File: config.mk
export PLATFORM = sky130hd
export DESIGN_NAME = dual_axis_drive_enable_sequencer_core
export DESIGN_NICKNAME = d
export VERILOG_FILES = /design/src/design/daes_pkg.sv /design/src/design/dual_axis_drive_enable_sequencer_core.sv
export SDC_FILE = /design/constraint.sdc
export NUM_CORES = 1
export LEC_CHECK = 0
export BUFFER_PORTS_ARGS = -buffer_cell sky130_fd_sc_hd__buf_2
export CORE_AREA = 5 5 255 257
export CTS_CLUSTER_DIAMETER = 30
export DETAILED_ROUTE_END_ITERATION = 10
export DIE_AREA = 0 0 260 262
export SYNTH_ARGS = -nofsm -noshare
export SYNTH_HDL_FRONTEND = slang
export SYNTH_SLANG_ARGS = --single-unit
File: constraint.sdc
create_clock -name aclk -period 6.5 [get_ports aclk]
set_input_delay 0.325 -clock aclk [delete_from_list [all_inputs] [get_ports aclk]]
set_output_delay 0.325 -clock aclk [all_outputs]
set_load 0.05 [all_outputs]
File: src/design/daes_pkg.sv
// ----------------------------------------------------------------------------
// Dual-axis drive enable sequencer: shared package
// Types and constants of the drive enable sequence, shared by the sequencer
// core and its testbench.
// ----------------------------------------------------------------------------
package daes_pkg;

    // Number of axes that are handled per tick (1 or 2).
    localparam int NUM_AXES = 2;

    // Widths of the configuration port.
    localparam int CFG_DATA_W  = 16;
    localparam int CFG_INDEX_W = 1;

    // Configuration register indexes.
    localparam logic [CFG_INDEX_W-1:0] REG_POWER_ON_WAIT = 1'd0;
    localparam logic [CFG_INDEX_W-1:0] REG_SAFE_WAIT     = 1'd1;

    // Reset values of the configuration registers.
    localparam logic [CFG_DATA_W-1:0] POWER_ON_WAIT_RST = 16'd300;
    localparam logic [CFG_DATA_W-1:0] SAFE_WAIT_RST     = 16'd200;

    // Bus state that means operational.
    localparam logic [4:0] BUS_STATE_OP = 5'd8;

    // Status word decoding.
    localparam logic [15:0] STATUS_MASK      = 16'h006F;
    localparam logic [15:0] STATUS_FAULT_BIT = 16'h0008;
    localparam logic [6:0]  ST_SW_ON_DIS_A   = 7'h40;
    localparam logic [6:0]  ST_SW_ON_DIS_B   = 7'h60;
    localparam logic [6:0]  ST_READY_SW_ON   = 7'h21;
    localparam logic [6:0]  ST_SWITCHED_ON   = 7'h23;
    localparam logic [6:0]  ST_OP_ENABLED    = 7'h27;
    localparam logic [6:0]  ST_FAULT_A       = 7'h08;
    localparam logic [6:0]  ST_FAULT_B       = 7'h28;

    // Control word commands.
    localparam logic [15:0] CW_SHUTDOWN    = 16'h0006;
    localparam logic [15:0] CW_SWITCH_ON   = 16'h0007;
    localparam logic [15:0] CW_ENABLE_OP   = 16'h000F;
    localparam logic [15:0] CW_FAULT_RESET = 16'h0080;
    localparam logic [15:0] CW_OFF         = 16'h0000;

    // Codes of the shared system mode as it appears in the result word.
    localparam logic [2:0] SYS_MODE_POWER_ON  = 3'd0;
    localparam logic [2:0] SYS_MODE_SAFE      = 3'd1;
    localparam logic [2:0] SYS_MODE_OP        = 3'd2;
    localparam logic [2:0] SYS_MODE_RUN       = 3'd3;
    localparam logic [2:0] SYS_MODE_LINK_DOWN = 3'd4;

    // Input word, first field in the lowest bits.
    typedef struct packed {
        logic               pad;
        logic signed [31:0] vel_step_b;
        logic signed [31:0] actual_pos_b;
        logic        [15:0] status_word_b;
        logic signed [31:0] vel_step_a;
        logic signed [31:0] actual_pos_a;
        logic        [15:0] status_word_a;
        logic        [31:0] cycle_count;
        logic        [4:0]  bus_state;
        logic               link_online;
        logic               enable;
    } in_item_t;

    // Result word, first field in the lowest bits.
    typedef struct packed {
        logic        [4:0]  pad;
        logic        [2:0]  system_mode;
        logic signed [31:0] target_pos_b;
        logic        [15:0] ctrl_word_b;
        logic signed [31:0] target_pos_a;
        logic        [15:0] ctrl_word_a;
    } out_item_t;

    localparam int IN_W  = $bits(in_item_t);
    localparam int OUT_W = $bits(out_item_t);

    // Tick-wide conditions that do not depend on the axis.
    typedef struct packed {
        logic power_on_done;
        logic safe_done;
        logic link_online;
    } tick_cond_t;

endpackage

File: src/design/dual_axis_drive_enable_sequencer_core.sv
// ----------------------------------------------------------------------------
// Dual-axis drive enable sequencer core
// Walks two drives through the enable sequence, one fieldbus tick per input
// word, keeping the shared system mode and the held control words and targets.
// ----------------------------------------------------------------------------
// An accepted input word passes an input register, then a result register.
// Throughput: one word per cycle while a low m_tready does not hold the result
// register; both axes are stepped by one pass of combinational logic between
// the input register and the result register.
// Reset: mode returns to power-on, held control words and targets clear to
// zero, the wait registers load 300 and 200, and both stages empty.
module dual_axis_drive_enable_sequencer_core (
    input  logic                              aclk,
    input  logic                              aresetn,
    // Input channel.
    input  logic                              s_tvalid,
    output logic                              s_tready,
    // enable, link_online, bus_state, cycle_count, status_word_a,
    // actual_pos_a, vel_step_a, status_word_b, actual_pos_b, vel_step_b
    input  logic [daes_pkg::IN_W-1:0]         s_tdata,
    // Result channel.
    output logic                              m_tvalid,
    input  logic                              m_tready,
    // ctrl_word_a, target_pos_a, ctrl_word_b, target_pos_b, system_mode
    output logic [daes_pkg::OUT_W-1:0]        m_tdata,
    // Configuration write port.
    input  logic                              cfg_wr_en,
    input  logic [daes_pkg::CFG_INDEX_W-1:0]  cfg_index,
    input  logic [daes_pkg::CFG_DATA_W-1:0]   cfg_wdata
);

    // Shared system mode.
    typedef enum logic [2:0] {
        MODE_POWER_ON  = daes_pkg::SYS_MODE_POWER_ON,
        MODE_SAFE      = daes_pkg::SYS_MODE_SAFE,
        MODE_OP        = daes_pkg::SYS_MODE_OP,
        MODE_RUN       = daes_pkg::SYS_MODE_RUN,
        MODE_LINK_DOWN = daes_pkg::SYS_MODE_LINK_DOWN
    } mode_t;

    // State of one axis together with the shared mode.
    typedef struct packed {
        mode_t       mode;
        logic [15:0] ctrl;
        logic [31:0] target;
    } axis_state_t;

    // Configuration registers.
    logic [daes_pkg::CFG_DATA_W-1:0] power_on_wait_reg;
    logic [daes_pkg::CFG_DATA_W-1:0] safe_wait_reg;

    // Input stage.
    logic                 in_valid_reg;
    daes_pkg::in_item_t   in_item_reg;

    // Sequencer state.
    mode_t                mode_reg;
    mode_t                mode_next;
    logic [15:0]          ctrl_reg   [2];
    logic [15:0]          ctrl_next  [2];
    logic [31:0]          target_reg [2];
    logic [31:0]          target_next[2];

    // Result stage.
    logic                 out_valid_reg;
    daes_pkg::out_item_t  out_item_reg;
    daes_pkg::out_item_t  out_item_next;

    logic                 advance;
    logic                 fire;
    daes_pkg::tick_cond_t cond;
    logic [15:0]          status_ax[2];
    logic [31:0]          pos_ax   [2];
    logic [31:0]          vel_ax   [2];

    // One axis step of the enable sequence with enable high.
    function automatic axis_state_t axis_step(input axis_state_t          cur,
                                              input daes_pkg::tick_cond_t cnd,
                                              input logic [15:0]          status,
                                              input logic [31:0]          pos,
                                              input logic [31:0]          vel);
        axis_state_t nxt;
        logic [6:0]  masked;
        nxt    = cur;
        masked = 7'(status & daes_pkg::STATUS_MASK);
        case (cur.mode)
            MODE_POWER_ON: begin
                if (cnd.power_on_done) begin
                    nxt.mode = cnd.link_online ? MODE_SAFE : MODE_LINK_DOWN;
                end
            end
            MODE_SAFE: begin
                if (cnd.safe_done) begin
                    nxt.mode = MODE_OP;
                end
            end
            MODE_OP: begin
                if (masked == daes_pkg::ST_SW_ON_DIS_A ||
                    masked == daes_pkg::ST_SW_ON_DIS_B) begin
                    nxt.ctrl = daes_pkg::CW_SHUTDOWN;
                end else if (masked == daes_pkg::ST_READY_SW_ON) begin
                    nxt.ctrl = daes_pkg::CW_SWITCH_ON;
                end else if (masked == daes_pkg::ST_SWITCHED_ON) begin
                    nxt.ctrl = daes_pkg::CW_ENABLE_OP;
                end else if (masked == daes_pkg::ST_OP_ENABLED) begin
                    nxt.mode = MODE_RUN;
                end else if (masked == daes_pkg::ST_FAULT_A ||
                             masked == daes_pkg::ST_FAULT_B) begin
                    nxt.ctrl = daes_pkg::CW_FAULT_RESET;
                    nxt.mode = MODE_POWER_ON;
                end
            end
            MODE_RUN: begin
                if ((status & daes_pkg::STATUS_FAULT_BIT) != 16'd0) begin
                    nxt.mode = MODE_SAFE;
                end else begin
                    nxt.target = pos + vel;
                end
            end
            default: begin
                // Link-down is terminal: nothing changes.
            end
        endcase
        return nxt;
    endfunction

    // The result register frees when it is empty or being taken.
    assign advance  = !out_valid_reg || m_tready;
    assign fire     = in_valid_reg && advance;
    assign s_tready = !in_valid_reg || advance;
    assign m_tvalid = out_valid_reg;
    assign m_tdata  = out_item_reg;

    // Configuration writes.
    always_ff @(posedge aclk) begin
        if (!aresetn) begin
            power_on_wait_reg <= daes_pkg::POWER_ON_WAIT_RST;
            safe_wait_reg     <= daes_pkg::SAFE_WAIT_RST;
        end else if (cfg_wr_en) begin
            if (cfg_index == daes_pkg::REG_POWER_ON_WAIT) begin
                power_on_wait_reg <= cfg_wdata;
            end
            if (cfg_index == daes_pkg::REG_SAFE_WAIT) begin
                safe_wait_reg <= cfg_wdata;
            end
        end
    end

    // Input register.
    always_ff @(posedge aclk) begin
        if (!aresetn) begin
            in_valid_reg <= 1'b0;
        end else if (s_tready) begin
            in_valid_reg <= s_tvalid;
        end
    end

    always_ff @(posedge aclk) begin
        if (s_tvalid && s_tready) begin
            in_item_reg <= daes_pkg::in_item_t'(s_tdata);
        end
    end

    // Tick-wide conditions and per-axis fields.
    always_comb begin
        cond.power_on_done = in_item_reg.cycle_count > 32'(power_on_wait_reg);
        cond.safe_done     = (in_item_reg.cycle_count > 32'(safe_wait_reg)) &&
                             (in_item_reg.bus_state == daes_pkg::BUS_STATE_OP);
        cond.link_online   = in_item_reg.link_online;
        status_ax[0] = in_item_reg.status_word_a;
        pos_ax[0]    = in_item_reg.actual_pos_a;
        vel_ax[0]    = in_item_reg.vel_step_a;
        status_ax[1] = in_item_reg.status_word_b;
        pos_ax[1]    = in_item_reg.actual_pos_b;
        vel_ax[1]    = in_item_reg.vel_step_b;
    end

    // Axis 0 then axis 1; axis 1 sees the mode that axis 0 leaves.
    always_comb begin
        axis_state_t st;
        st        = '0;
        mode_next = mode_reg;
        for (int ax = 0; ax < 2; ax++) begin
            ctrl_next[ax]   = ctrl_reg[ax];
            target_next[ax] = target_reg[ax];
        end
        for (int ax = 0; ax < daes_pkg::NUM_AXES; ax++) begin
            if (in_item_reg.enable) begin
                st.mode   = mode_next;
                st.ctrl   = ctrl_reg[ax];
                st.target = target_reg[ax];
                st = axis_step(st, cond, status_ax[ax], pos_ax[ax], vel_ax[ax]);
                mode_next       = st.mode;
                ctrl_next[ax]   = st.ctrl;
                target_next[ax] = st.target;
            end else begin
                ctrl_next[ax] = daes_pkg::CW_OFF;
            end
        end
    end

    // Result word from the state after this tick.
    always_comb begin
        out_item_next.pad          = '0;
        out_item_next.system_mode  = mode_next;
        out_item_next.ctrl_word_a  = ctrl_next[0];
        out_item_next.target_pos_a = target_next[0];
        out_item_next.ctrl_word_b  = ctrl_next[1];
        out_item_next.target_pos_b = target_next[1];
    end

    // Sequencer state and the result register.
    always_ff @(posedge aclk) begin
        if (!aresetn) begin
            mode_reg      <= MODE_POWER_ON;
            ctrl_reg[0]   <= '0;
            ctrl_reg[1]   <= '0;
            target_reg[0] <= '0;
            target_reg[1] <= '0;
            out_valid_reg <= 1'b0;
            out_item_reg  <= '0;
        end else begin
            if (fire) begin
                mode_reg      <= mode_next;
                ctrl_reg[0]   <= ctrl_next[0];
                ctrl_reg[1]   <= ctrl_next[1];
                target_reg[0] <= target_next[0];
                target_reg[1] <= target_next[1];
                out_item_reg  <= out_item_next;
            end
            if (advance) begin
                out_valid_reg <= in_valid_reg;
            end
        end
    end

`ifndef NO_ASSERTIONS
    // Link-down is terminal until reset.
    a_link_down_terminal: assert property (@(posedge aclk) disable iff (!aresetn)
        mode_reg == MODE_LINK_DOWN |=> mode_reg == MODE_LINK_DOWN)
        else $error("mode left link-down");

    // A tick with enable low clears both control words in the result.
    a_enable_low_clears: assert property (@(posedge aclk) disable iff (!aresetn)
        fire && !in_item_reg.enable |=>
            out_item_reg.ctrl_word_a == daes_pkg::CW_OFF &&
            out_item_reg.ctrl_word_b == daes_pkg::CW_OFF)
        else $error("control words not cleared with enable low");

    // State moves only when a tick completes.
    a_state_holds: assert property (@(posedge aclk) disable iff (!aresetn)
        !fire |=> $stable(mode_reg) && $stable(ctrl_reg[0]) && $stable(ctrl_reg[1]))
        else $error("state changed without a tick");

    // Targets only move from op or run mode.
    a_target_in_run: assert property (@(posedge aclk) disable iff (!aresetn)
        fire && mode_reg != MODE_OP && mode_reg != MODE_RUN |=>
            $stable(target_reg[0]) && $stable(target_reg[1]))
        else $error("target changed outside op or run");
`endif

endmodule

Yosys cells after proc, flatten, opt, wreduce, memory -nomap -nowiden:

Memories as Yosys holds them, arrays and structs flattened.
Index checks and enable logic that the tools add are counted.
Widths: inputs -> output; s select.

* memories kept: 2
* memory bits (writable): 96
* ROM bits: 0
* flip-flop bits (word level): 314
* input bits: 222
* word-level logic and storage cells: 113
* latch bits: 0
* output and inout bits: 106

Memories
* target_reg: words 2, bits a word 32, read ports 2, clocked after memory_dff 0, write ports 2, line dual_axis_drive_enable_sequencer_core.sv:61 `logic [31:0] target_reg [2];`
* ctrl_reg: words 2, bits a word 16, read ports 2, clocked after memory_dff 0, write ports 2, line dual_axis_drive_enable_sequencer_core.sv:59 `logic [15:0] ctrl_reg [2];`

* div/mod/pow operators: 0
* multiply operators: 0
* order comparisons: 2
* reductions and logical operators: 15
* bitwise logic cells: 5
* muxes and demuxes: 47
* add/subtract/negate cells: 2
* shifts and indexed selects: 0
* equal/unequal tests: 21

Operators with widths (count)
* $mux 32: 8
* $mux 16: 14
* $add 32x32->32: 2
* $gt 32x16->1: 2
* $mux 3: 17
* $eq 6x5->1 const B: 8
* $mux 19: 2
* $eq 6x6->1 const B: 4
* $pmux 3 s4: 2
* $eq 3x2->1 const B: 4
* $eq 6x4->1 const B: 2
* $eq 3x1->1 const B: 2
* $logic_not 3->1: 2
* $logic_or 1x1->1: 6
* $eq 5x4->1 const B: 1
* $mux 1: 4
* $or 1x1->1: 4
* $reduce_and 2->1: 2
* $logic_and 1x1->1: 3
* $logic_not 1->1: 2
* $not 1->1: 1

Depth between registers and ports, before layout:

* depth in word-level cells: 17
* gate-level depth with buffers: 13
* mapped depth without buffers: 13

Worst setup path before layout:

No wires, ideal clock.

* path type: register to register
* start: register out_valid_reg (netlist: m_tvalid)
* end: register in_item_reg, in the netlist cond[0] (enable)
* path buffers: 0
* slack: 0.712 ns
* required time: 5.940 ns
* stages on the path, launching flop included: 4
* arrival time: 5.227 ns
* clock period less this slack: 5.788 ns
* setup time: 0.560 ns
* path through: dfxtp_1 > nor2b_1 > nand2_1 > and2_1

* longest elaborated chain between the ends: 4

RTL lines
* from (decl): line dual_axis_drive_enable_sequencer_core.sv:65 `logic out_valid_reg;`
* from (signal assigned): line dual_axis_drive_enable_sequencer_core.sv:232 `out_valid_reg <= in_valid_reg;`
* $logic_not 1->1: line dual_axis_drive_enable_sequencer_core.sv:128 `assign advance = !out_valid_reg || m_tready;`
* $logic_or 1x1->1: line dual_axis_drive_enable_sequencer_core.sv:128
* $logic_or 1x1->1: line dual_axis_drive_enable_sequencer_core.sv:130 `assign s_tready = !in_valid_reg || advance;`
* via s_tready: line dual_axis_drive_enable_sequencer_core.sv:17 `output logic s_tready,`
* $logic_and 1x1->1: line dual_axis_drive_enable_sequencer_core.sv:159 `if (s_tvalid && s_tready) begin`
* to (signal assigned): line dual_axis_drive_enable_sequencer_core.sv:160 `in_item_reg <= daes_pkg::in_item_t'(s_tdata);`
* to (decl): line dual_axis_drive_enable_sequencer_core.sv:54 `daes_pkg::in_item_t in_item_reg;`

The timed path passes the listed nets, and every way through them passes these cells.
A chain may end at the register's enable or synchronous reset.

==> impl_metrics.csv <==
group,metric,value,unit
status,status,"finished clean",
detailed_routing,via_per_inst,4.629,
critical_path,crit_path_max_fanout,40,
critical_path,critical_path_arrival,4.17,ns
synth,yosysTopAreaCellShare,45.95,%
timing,fin_crit,3.848,ns
timing,setup_viol,0,
placed_design,dpl-instance-area,0.02041,mm²
critical_path,worstPathCellList,"ha_1 -> nand4_1 -> or2_0 -> a311o_1 -> a31oi_1 -> o21ai_1 -> o21ai_4 -> nor4b_4 -> buf_4 -> nor2b_1 -> a31oi_1 -> nor2_1",
hold_path,min_delay_path_depth,3,
grt,first_global_vias,14180,
critical_path,worst-path-buf-inv,1,
timing,rsz0062_at_grt,"false",
synth,syn_avg_cell_area,12.32,µm²
critical_path,endpoint,"target_reg[0][60]$_SDFFCE_PN0P_",
critical_path,crit_path_start,"in_item_reg[19]$_DFFE_PP_",
power_and_ir_drop,pwr_density_cell,329.5,mW/mm²
detailed_routing,drtIter0Drc,716,
placed_design,globalplace.congestion,0.8746,
layout,nets,2332,
timing,drv_slew,0,
floorplanning,rows,92,
floorplanning,io_pins,328,
critical_path,crit_path_end_kind,"flop",
layout,drive_gt1_share,24.79,%
timing,tightest_slew,1.005,ns
synth,synth_flop_cell,"edfxtp_1",
timing,slew_headroom,32.99,%
critical_path,worst-setup-path-type,"flop to flop",
synth,ys_async_sr_fraction,0,%
synth,synth_area,0.01797,mm²
critical_path,r2r_end,"target_reg[0][60]$_SDFFCE_PN0P_",
floorplanning,die_area,0.06812,mm²
grt,track_usage,14.26,%
clock_network,cts-root-buf,"clkbuf_16",
critical_path,critPathTopFamily,"compound AO/OA/AOI/OAI gates",
placed_design,io_buffers,301,
detailed_routing,dr.pass1.iters,5,
critical_path,worst-path-stages,12,
detailed_routing,ant_nets,0,
synth,synth_area_leaders,"edfxtp_1, dfxtp_1, ha_1",
power_and_ir_drop,p_leak,10.96,nW
clock_network,clkSinkCount,408,
hold_path,hp-class,"input port to flop",
synth,synth-seq-cells,408,
critical_path,reg2regPathDepth,12,
layout,finish.utilization,40.93,%
timing,hold-worst-slack,0.07943,ns
layout,fin_area,0.02558,mm²
synth,synth_top_area_cell,"edfxtp_1",
placed_design,hpwl,33680,µm
grt,grt_start_max_net_pins,69,
synth,ys_types,81,
clock_network,clk_path_buf_depth,3,
grt,grt_pass1_wl,76430,µm
detailed_routing,drt-total-wl,50170,µm
synth,synth_warnings,0,
floorplanning,core,0.06250,mm²
critical_path,cp-start-kind,"flop",
clock_network,cts_buffers,93,
synth,yosysSeqAreaShare,60.76,%
detailed_routing,drcViolationCount,0,
critical_path,reg2reg_slack,2.65,ns
grt,antenna_found_initial,7,
layout,largest_reg_flops,178,
critical_path,crit_top_cell,"a31oi_1",
clock_network,htree_levels,3,
timing,finalHoldViolCount,0,
floorplanning,start_util,28.76,%
timing,timing.setup.tns,0,ns
critical_path,cp_slowest_stage_delay,0.59,ns
clock_network,cts_setup_buffers,0,
layout,areaGrowthSynthToFinish,42.33,%
detailed_routing,dr_total_vias,13630,
synth,synth_edf_count,275,
timing,clock.fmax,0.2599,GHz
grt,overflow,0,
critical_path,r2r_start,"in_item_reg[19]$_DFFE_PP_",
timing,fin_crit_sh,59.19,%
critical_path,slowest_stage,"buf_4",
detailed_routing,wire_per_inst,17.03,µm
floorplanning,die_h,262,µm
clock_network,clock_latency,0.61,ns
timing,skew,0.03225,ns
clock_network,clk_pin_slew,0.05,ns
critical_path,critPathRequiredTime,6.82,ns
power_and_ir_drop,max-vdd-ir-drop,0.2004,mV
job,max_cap_violations,0,
clock_network,tritoncts,"built",
floorplanning,dieWidth,260,µm
synth,syn-instance-count,1459,
==> logic make-up after synthesis <==
family	synth area share [%]
other	0.02086
flip-flops	60.76
adder cells (fa/ha/maj)	6.766
XOR/XNOR	2.339
AO/OA/AOI/OAI	15.38
AND/OR/NAND/NOR	10.57
multiplexers	1.671
buffers and inverters	2.492
==> synth_stat cells (all sizes together) (6+ instances only) <==
cell	count
a21o	102
a211oi	18
a21boi	27
and3	18
nand2	150
mux2i	30
edfxtp	275
xor2	14
o211ai	14
nand4	12
nor2	69
xnor2	34
buf	15
a22o	11
nor2b	14
o21ai	53
nor3	14
and2	32
clkbuf	37
ha	94
nand3	17
dfxtp	133
a21oi	87
o21a	13
inv	54
nand3b	6
nand2b	12
and4	8
a31oi	18
==> placed cells by master (no fill, tap or decap), types with 14 or more instances in the layout <==
| cell | n |
|---|---|
| dfxtp_1 | 133 |
| buf_2 | 301 |
| xnor2_1 | 34 |
| dlygate4sd3_1 | 196 |
| clkbuf_16 | 95 |
| a21oi_1 | 84 |
| o21ai_1 | 17 |
| nand2_1 | 150 |
| edfxtp_1 | 275 |
| nor2_1 | 46 |
| a211oi_1 | 16 |
| and2_1 | 30 |
| ha_1 | 94 |
| o21ai_0 | 35 |
| mux2i_1 | 30 |
| and3_1 | 18 |
| a31oi_1 | 16 |
| nor2_2 | 23 |
| nor3_1 | 14 |
| a21boi_0 | 26 |
| o211ai_1 | 14 |
| a21o_1 | 102 |
| nand3_1 | 15 |
| inv_6 | 14 |
| xor2_1 | 14 |
| inv_1 | 53 |
==> cell type report <==
cell class | count | area (µm²)
sequential | 408 | 10920
timing repair buffer | 508 | 3555
multi-input combinational | 949 | 6640
inverter | 54 | 205.2
clock inverter | 57 | 616.8
fill | 5810 | 36920
clock buffer | 118 | 2574
tap | 846 | 1059
antenna | 5 | 12.51
==> report_power, final <==
group | leakage [nW] | switching [W] | internal (W) | total (W)
clock network | 1.53 | 0.00151 | 0.00313 | 0.00465
logic | 5.58 | 0.000468 | 0.000335 | 0.000803
registers | 3.85 | 0.0000544 | 0.00292 | 0.00298
total | 11.0 | 0.00204 | 0.00639 | 0.00843
==> stage by stage <==
stage	setup slack, ns	power [W]	cells
after global placement	2.673	0.003712	2568
after CTS	2.604	0.008533	2939
after floorplan	0.7125	0.003508	1463
after detailed placement	2.634	0.003732	2568
final	2.652	0.008428	2945
after global routing	2.386	0.008755	2943
==> worst reg2reg max path, cell delays in order (launching register included) <==
cell and delay (ns):
edfxtp_1 0.42, ha_1 0.33, nand4_1 0.09, or2_0 0.30, a311o_1 0.30, a31oi_1 0.32
o21ai_1 0.18, o21ai_4 0.33, nor4b_4 0.25, buf_4 0.59, nor2b_1 0.15, a31oi_1 0.24
nor2_1 0.07
==> layer usage <==
metal / wire [µm] / share of wire (%) / global-route usage (%)
met2: 23830 / 48 / 23.59
met3: 3243 / 6.5 / 4.141
met5: 27 / 0.054 / 0
met1: 21400 / 43 / 17.44
met4: 1660 / 3.3 / 6.209
==> how the worst min path moves through the flow <==
stage / start / to
final: m_tready / m_tvalid$_SDFFE_PN0P_
after global routing: m_tready / m_tvalid$_SDFFE_PN0P_
after CTS: m_tready / m_tvalid$_SDFFE_PN0P_
after detailed placement: m_tdata[78]$_SDFFE_PN0P_ / m_tdata[78]$_SDFFE_PN0P_
after global placement: m_tdata[15]$_SDFFE_PN0P_ / m_tdata[15]$_SDFFE_PN0P_
after floorplan: s_tdata[1] / cond[0]$_DFFE_PP_
==> what timing repair did <==
action                    4_1_cts  5_1_grt
hold endpoints to repair      212        0
hold buffers                  196        0
resized for setup               0        0
(Power assumes the default switching activity.)
